[src/hw/rtl/qct_pkg.sv]
// qct_pkg: shared constants and controller/datapath handshake types
// for the quorum commit tracker. No dependencies.
package qct_pkg;

  localparam int MaxNodesDef  = 8;
  localparam int LogWindowDef = 16;
  localparam int CntW         = 5;   // member counts up to 16

  localparam logic [1:0] OpReport = 2'd0;
  localparam logic [1:0] OpAppend = 2'd1;
  localparam logic [1:0] OpQuery  = 2'd2;

  localparam logic [1:0] StOk       = 2'd0;
  localparam logic [1:0] StNoLeader = 2'd1;
  localparam logic [1:0] StFull     = 2'd2;
  localparam logic [1:0] StBadPeer  = 2'd3;

  localparam logic [1:0] RegNodeCount = 2'd0;
  localparam logic [1:0] RegSelfId    = 2'd1;
  localparam logic [1:0] RegIsLeader  = 2'd2;
  localparam logic [1:0] RegTerm      = 2'd3;

  typedef struct packed {
    logic load_in;
    logic exec;
    logic walk_start;
    logic walk_rd;
    logic walk_chk;
    logic commit_upd;
    logic maj_start;
    logic maj_step;
    logic out_load;
  } cmd_t;

  typedef struct packed {
    logic need_adv;
    logic walk_end;
    logic skip_maj;
    logic maj_hit;
    logic out_free;
  } sts_t;

endpackage

[src/hw/rtl/qct_ctrl.sv]
// qct_ctrl: sequencing state machine for the commit tracker.
// Depends on qct_pkg (cmd_t, sts_t).
module qct_ctrl import qct_pkg::*; (
  input  logic clk_i,
  input  logic rst_ni,
  input  logic in_valid_i,
  output logic in_ready_o,
  input  sts_t sts_i,
  output cmd_t cmd_o
);
  localparam logic [3:0] SIdle  = 4'd0;
  localparam logic [3:0] SExec  = 4'd1;
  localparam logic [3:0] SWst   = 4'd2;
  localparam logic [3:0] SWrd   = 4'd3;
  localparam logic [3:0] SWchk  = 4'd4;
  localparam logic [3:0] SWdone = 4'd5;
  localparam logic [3:0] SMst   = 4'd6;
  localparam logic [3:0] SMaj   = 4'd7;
  localparam logic [3:0] SOut   = 4'd8;

  logic [3:0] state_q, state_d;

  always_ff @(posedge clk_i or negedge rst_ni) begin
    if (!rst_ni) state_q <= SIdle;
    else         state_q <= state_d;
  end

  always_comb begin
    state_d    = state_q;
    cmd_o      = '0;
    in_ready_o = 1'b0;
    case (state_q)
      SIdle: begin
        in_ready_o = 1'b1;
        if (in_valid_i) begin
          cmd_o.load_in = 1'b1;
          state_d = SExec;
        end
      end
      SExec: begin
        cmd_o.exec = 1'b1;
        state_d = sts_i.need_adv ? SWst : SMst;
      end
      SWst: begin
        cmd_o.walk_start = 1'b1;
        state_d = SWrd;
      end
      SWrd: begin
        if (sts_i.walk_end) begin
          state_d = SWdone;
        end else begin
          cmd_o.walk_rd = 1'b1;
          state_d = SWchk;
        end
      end
      SWchk: begin
        cmd_o.walk_chk = 1'b1;
        state_d = SWrd;
      end
      SWdone: begin
        cmd_o.commit_upd = 1'b1;
        state_d = SMst;
      end
      SMst: begin
        cmd_o.maj_start = 1'b1;
        state_d = sts_i.skip_maj ? SOut : SMaj;
      end
      SMaj: begin
        cmd_o.maj_step = 1'b1;
        if (sts_i.maj_hit) state_d = SOut;
      end
      SOut: begin
        if (sts_i.out_free) begin
          cmd_o.out_load = 1'b1;
          state_d = SIdle;
        end
      end
      default: state_d = SIdle;
    endcase
  end
endmodule

[config.mk]
export PLATFORM = sky130hd
export DESIGN_NAME = qct_ctrl
export DESIGN_NICKNAME = d
export VERILOG_FILES = /design/src/hw/rtl/qct_pkg.sv /design/src/hw/rtl/qct_ctrl.sv
export SDC_FILE = /design/constraint.sdc
export NUM_CORES = 1
export LEC_CHECK = 0
export BUFFER_PORTS_ARGS = -buffer_cell sky130_fd_sc_hd__buf_4
export CORE_AREA = 4 4 41 43
export DETAILED_ROUTE_END_ITERATION = 7
export DIE_AREA = 0 0 45 47
export GPL_TIMING_DRIVEN = 1
export PLACE_DENSITY = 0.62
export SYNTH_ARGS = -nofsm -noshare
export SYNTH_HDL_FRONTEND = slang
export SYNTH_SLANG_ARGS = --single-unit
[constraint.sdc]
create_clock -name clk_i -period 1.18 [get_ports clk_i]
set_clock_uncertainty 0.1 [all_clocks]
set_input_delay 0.059 -clock clk_i [delete_from_list [all_inputs] [get_ports clk_i]]
set_output_delay 0.059 -clock clk_i [all_outputs]
set_load 0.01 [all_outputs]
==> results.toml <==
[placement]
dp_hpwl_um = 867
gp_congestion = 0.847
portBuffers = 17

[layout]
drive_above_1_share = 0.706
reg.largest.list = "state_q x4"
area_delta_synth_final_pct = 104
largest_register_ffs = 4
top_register = "state_q"
nets = 95
num_antenna_cells = 0

[grt]
grt_max_degree = 9
grt_usage = 0.117
grt_antenna_before_repair = 0
grt_pass1_vias = 418
grt_pass1_wl_mm = 1.72
grt-ovfl-total = 0

[floorplan]
initial_core_util = 0.291
ios = 18
die_x_um = 45
die_y_um = 47
rows = 13
core_area_sq_um = 1300
dieArea_sq_um = 2120

[synthesis]
ys_types = 25
synth.cell_area_sq_um = 379
yosys-top-cells-area = "dfrtp_1 26%, clkbuf_8 7.3%, nor2_1 5.9%"
synth_edf_count = 0
yosys_warnings = 0
syn_inst = 47
avgSynthCellArea_sq_um = 8.07
ys_async_sr_fraction = 1.00
synth_flop_cell = "dfrtp_1"
yosysMostFrequentCell = "nor2_1"
ys_seq_area_frac = 0.264
ys_ff_latch = 4
yosysTopAreaCell = "dfrtp_1"
synth_top_area_share = 0.264
syn-num-nets = 55
synth_common_cells = "6 x nor2_1, 4 x a21oi_1, 4 x dfrtp_1, 4 x inv_1, 4 x nor3_1"

[route]
vias_per_cell = 4.87
wire_per_inst_um = 12.8
totalWireLength_mm = 1.28
final_antenna_net_count = 0
vias = 487
dr.pass1.iters = 5
first_iter_violations = 7
drcViolationCount = 0

[clock_tree]
htreeDepth = 1
clockBufferDepth = 2
clk_latency_ns = 0.24
cts_tree = "built"
cts_made_buffers = 3
root_buffer = "clkbuf_4"
cts_sinks = 4
cts.clk_slew.worst_paths_ns = 0.04

[timing]
final-setup-viol-count = 13
tightest_slew_ns = 0.292
rsz0062_at_grt = "yes"
fmax_mhz = 689
finalHoldViolations = 0
period_minus_slack_ns = 1.45
drv_slew = 0
setup_tns_ns = -2.56
relSlewSlack = 0.805
fin_crit_sh = 1.23
timing.final.ws_setup_ns = -0.271

[pwr]
p_leak_nw = 0.376
total_power_mw = 2.02
powerDensity_nw_per_um2 = 2620
ir_drop_uv = 1390

[worst_setup_path]
critPathMaxFanout = 5
critical_path_arrival_ns = 1.29
startpoint_type = "register"
worstSetupPathType = "register to primary output"
critPathRequiredTime_ns = 1.02
end_kind = "primary output"

[job]
cap_violations = 0

[status]
status = "complete, but fails checks"
violations = "setup timing"

[min_path]
hp-class = "input port to register"
final timing paths:
check                                       start                endpoint  slack [ns]  cells after the start
setup / recovery           state_q[1]$_DFFE_PN0P_                cmd_o[8]       -0.27                      4
hold / removal                           sts_i[1]  state_q[0]$_DFFE_PN0P_        0.03                      3
setup reg to reg           state_q[0]$_DFFE_PN0P_  state_q[0]$_DFFE_PN0P_       -0.22                      4
hold reg to reg            state_q[3]$_DFFE_PN0P_  state_q[1]$_DFFE_PN0P_        0.53                      2
max in group asynchronous                  rst_ni  state_q[1]$_DFFE_PN0P_        0.82                      2
min in group asynchronous                  rst_ni  state_q[0]$_DFFE_PN0P_        0.06                      2
worst max-delay path, cell delays in order (launching register included):
cell     delay, ns
dfrtp_1       0.37
buf_6         0.14
nor4_4        0.27
and2_4        0.18
buf_6         0.09
report_power, final:
part | total [mW] | internal (mW) | switching [mW] | leakage [nW]
registers | 0.258 | 0.202 | 0.0558 | 0.0494
clock network | 0.170 | 0.114 | 0.0562 | 0.0138
logic | 1.60 | 0.890 | 0.706 | 0.313
layout by cell type, fill, tap and decap left out, drive strengths merged:
| cell type | count |
|---|---|
| mux2 | 1 |
| and3 | 1 |
| a21oi | 4 |
| mux2i | 1 |
| nand3 | 1 |
| o32ai | 1 |
| a211oi | 1 |
| or2b | 1 |
| nand3b | 1 |
| o21ai | 1 |
| buf | 38 |
| a2111oi | 1 |
| nor3 | 4 |
| nand2 | 2 |
| dlygate4sd3 | 1 |
| inv | 4 |
| clkbuf | 3 |
| or3 | 1 |
| a21boi | 1 |
| nor4 | 1 |
| dfrtp | 4 |
| nor2 | 6 |
| a31oi | 1 |
| and2 | 1 |
| nand2b | 2 |
| o22ai | 2 |
logic make-up after synthesis:
| logic type | share of synthesized area |
|---|---|
| mux | 0.0660 |
| flops | 0.264 |
| compound gates | 0.218 |
| buf+inv | 0.152 |
| simple gates | 0.300 |
per-layer routing:
metal | part of all wire | vias up | wire (um) | global-route usage
met5 | 0 | - | 0 | 0
met4 | 0.024 | 0 | 30 | 0.0877
met3 | 0.081 | 5 | 103 | 0.0345
met2 | 0.50 | 21 | 643 | 0.195
met1 | 0.39 | 217 | 498 | 0.126
li1 | - | 244 | - | -
repair_timing:
action                                  4_1_cts  5_1_grt
endpoints found under the setup margin       14       14
hold buffers                                  1        0
setup buffers                                 7        1
endpoints found under the hold margin         4        0
cloned                                        0        0
gates resized for setup                       9       14
pin swaps                                     7        3
cell type report:
class / instances / area [sq um]
sequential: 4 / 100
tap: 15 / 18.8
fill: 120 / 529
inverter: 4 / 15.0
multi-input combinational: 35 / 287
timing repair buffer: 39 / 329
clock buffer: 3 / 22.5
metrics by stage:
stage          hold slack [ns]  std cells  worst slack (ns)  utilization  cell area (sq um)
2_1_floorplan           -0.337         47           -0.0549            -                393
4_1_cts                 0.0280         99            -0.266        0.549                714
6_report                0.0300        100            -0.271        0.593                772
5_1_grt                 0.0395        100            -0.343        0.593                772
3_3_place_gp            -0.243         88            -0.118        0.454                591
3_5_place_dp            -0.242         88            -0.117        0.454                591
Power figures use the tool's default switching activity.
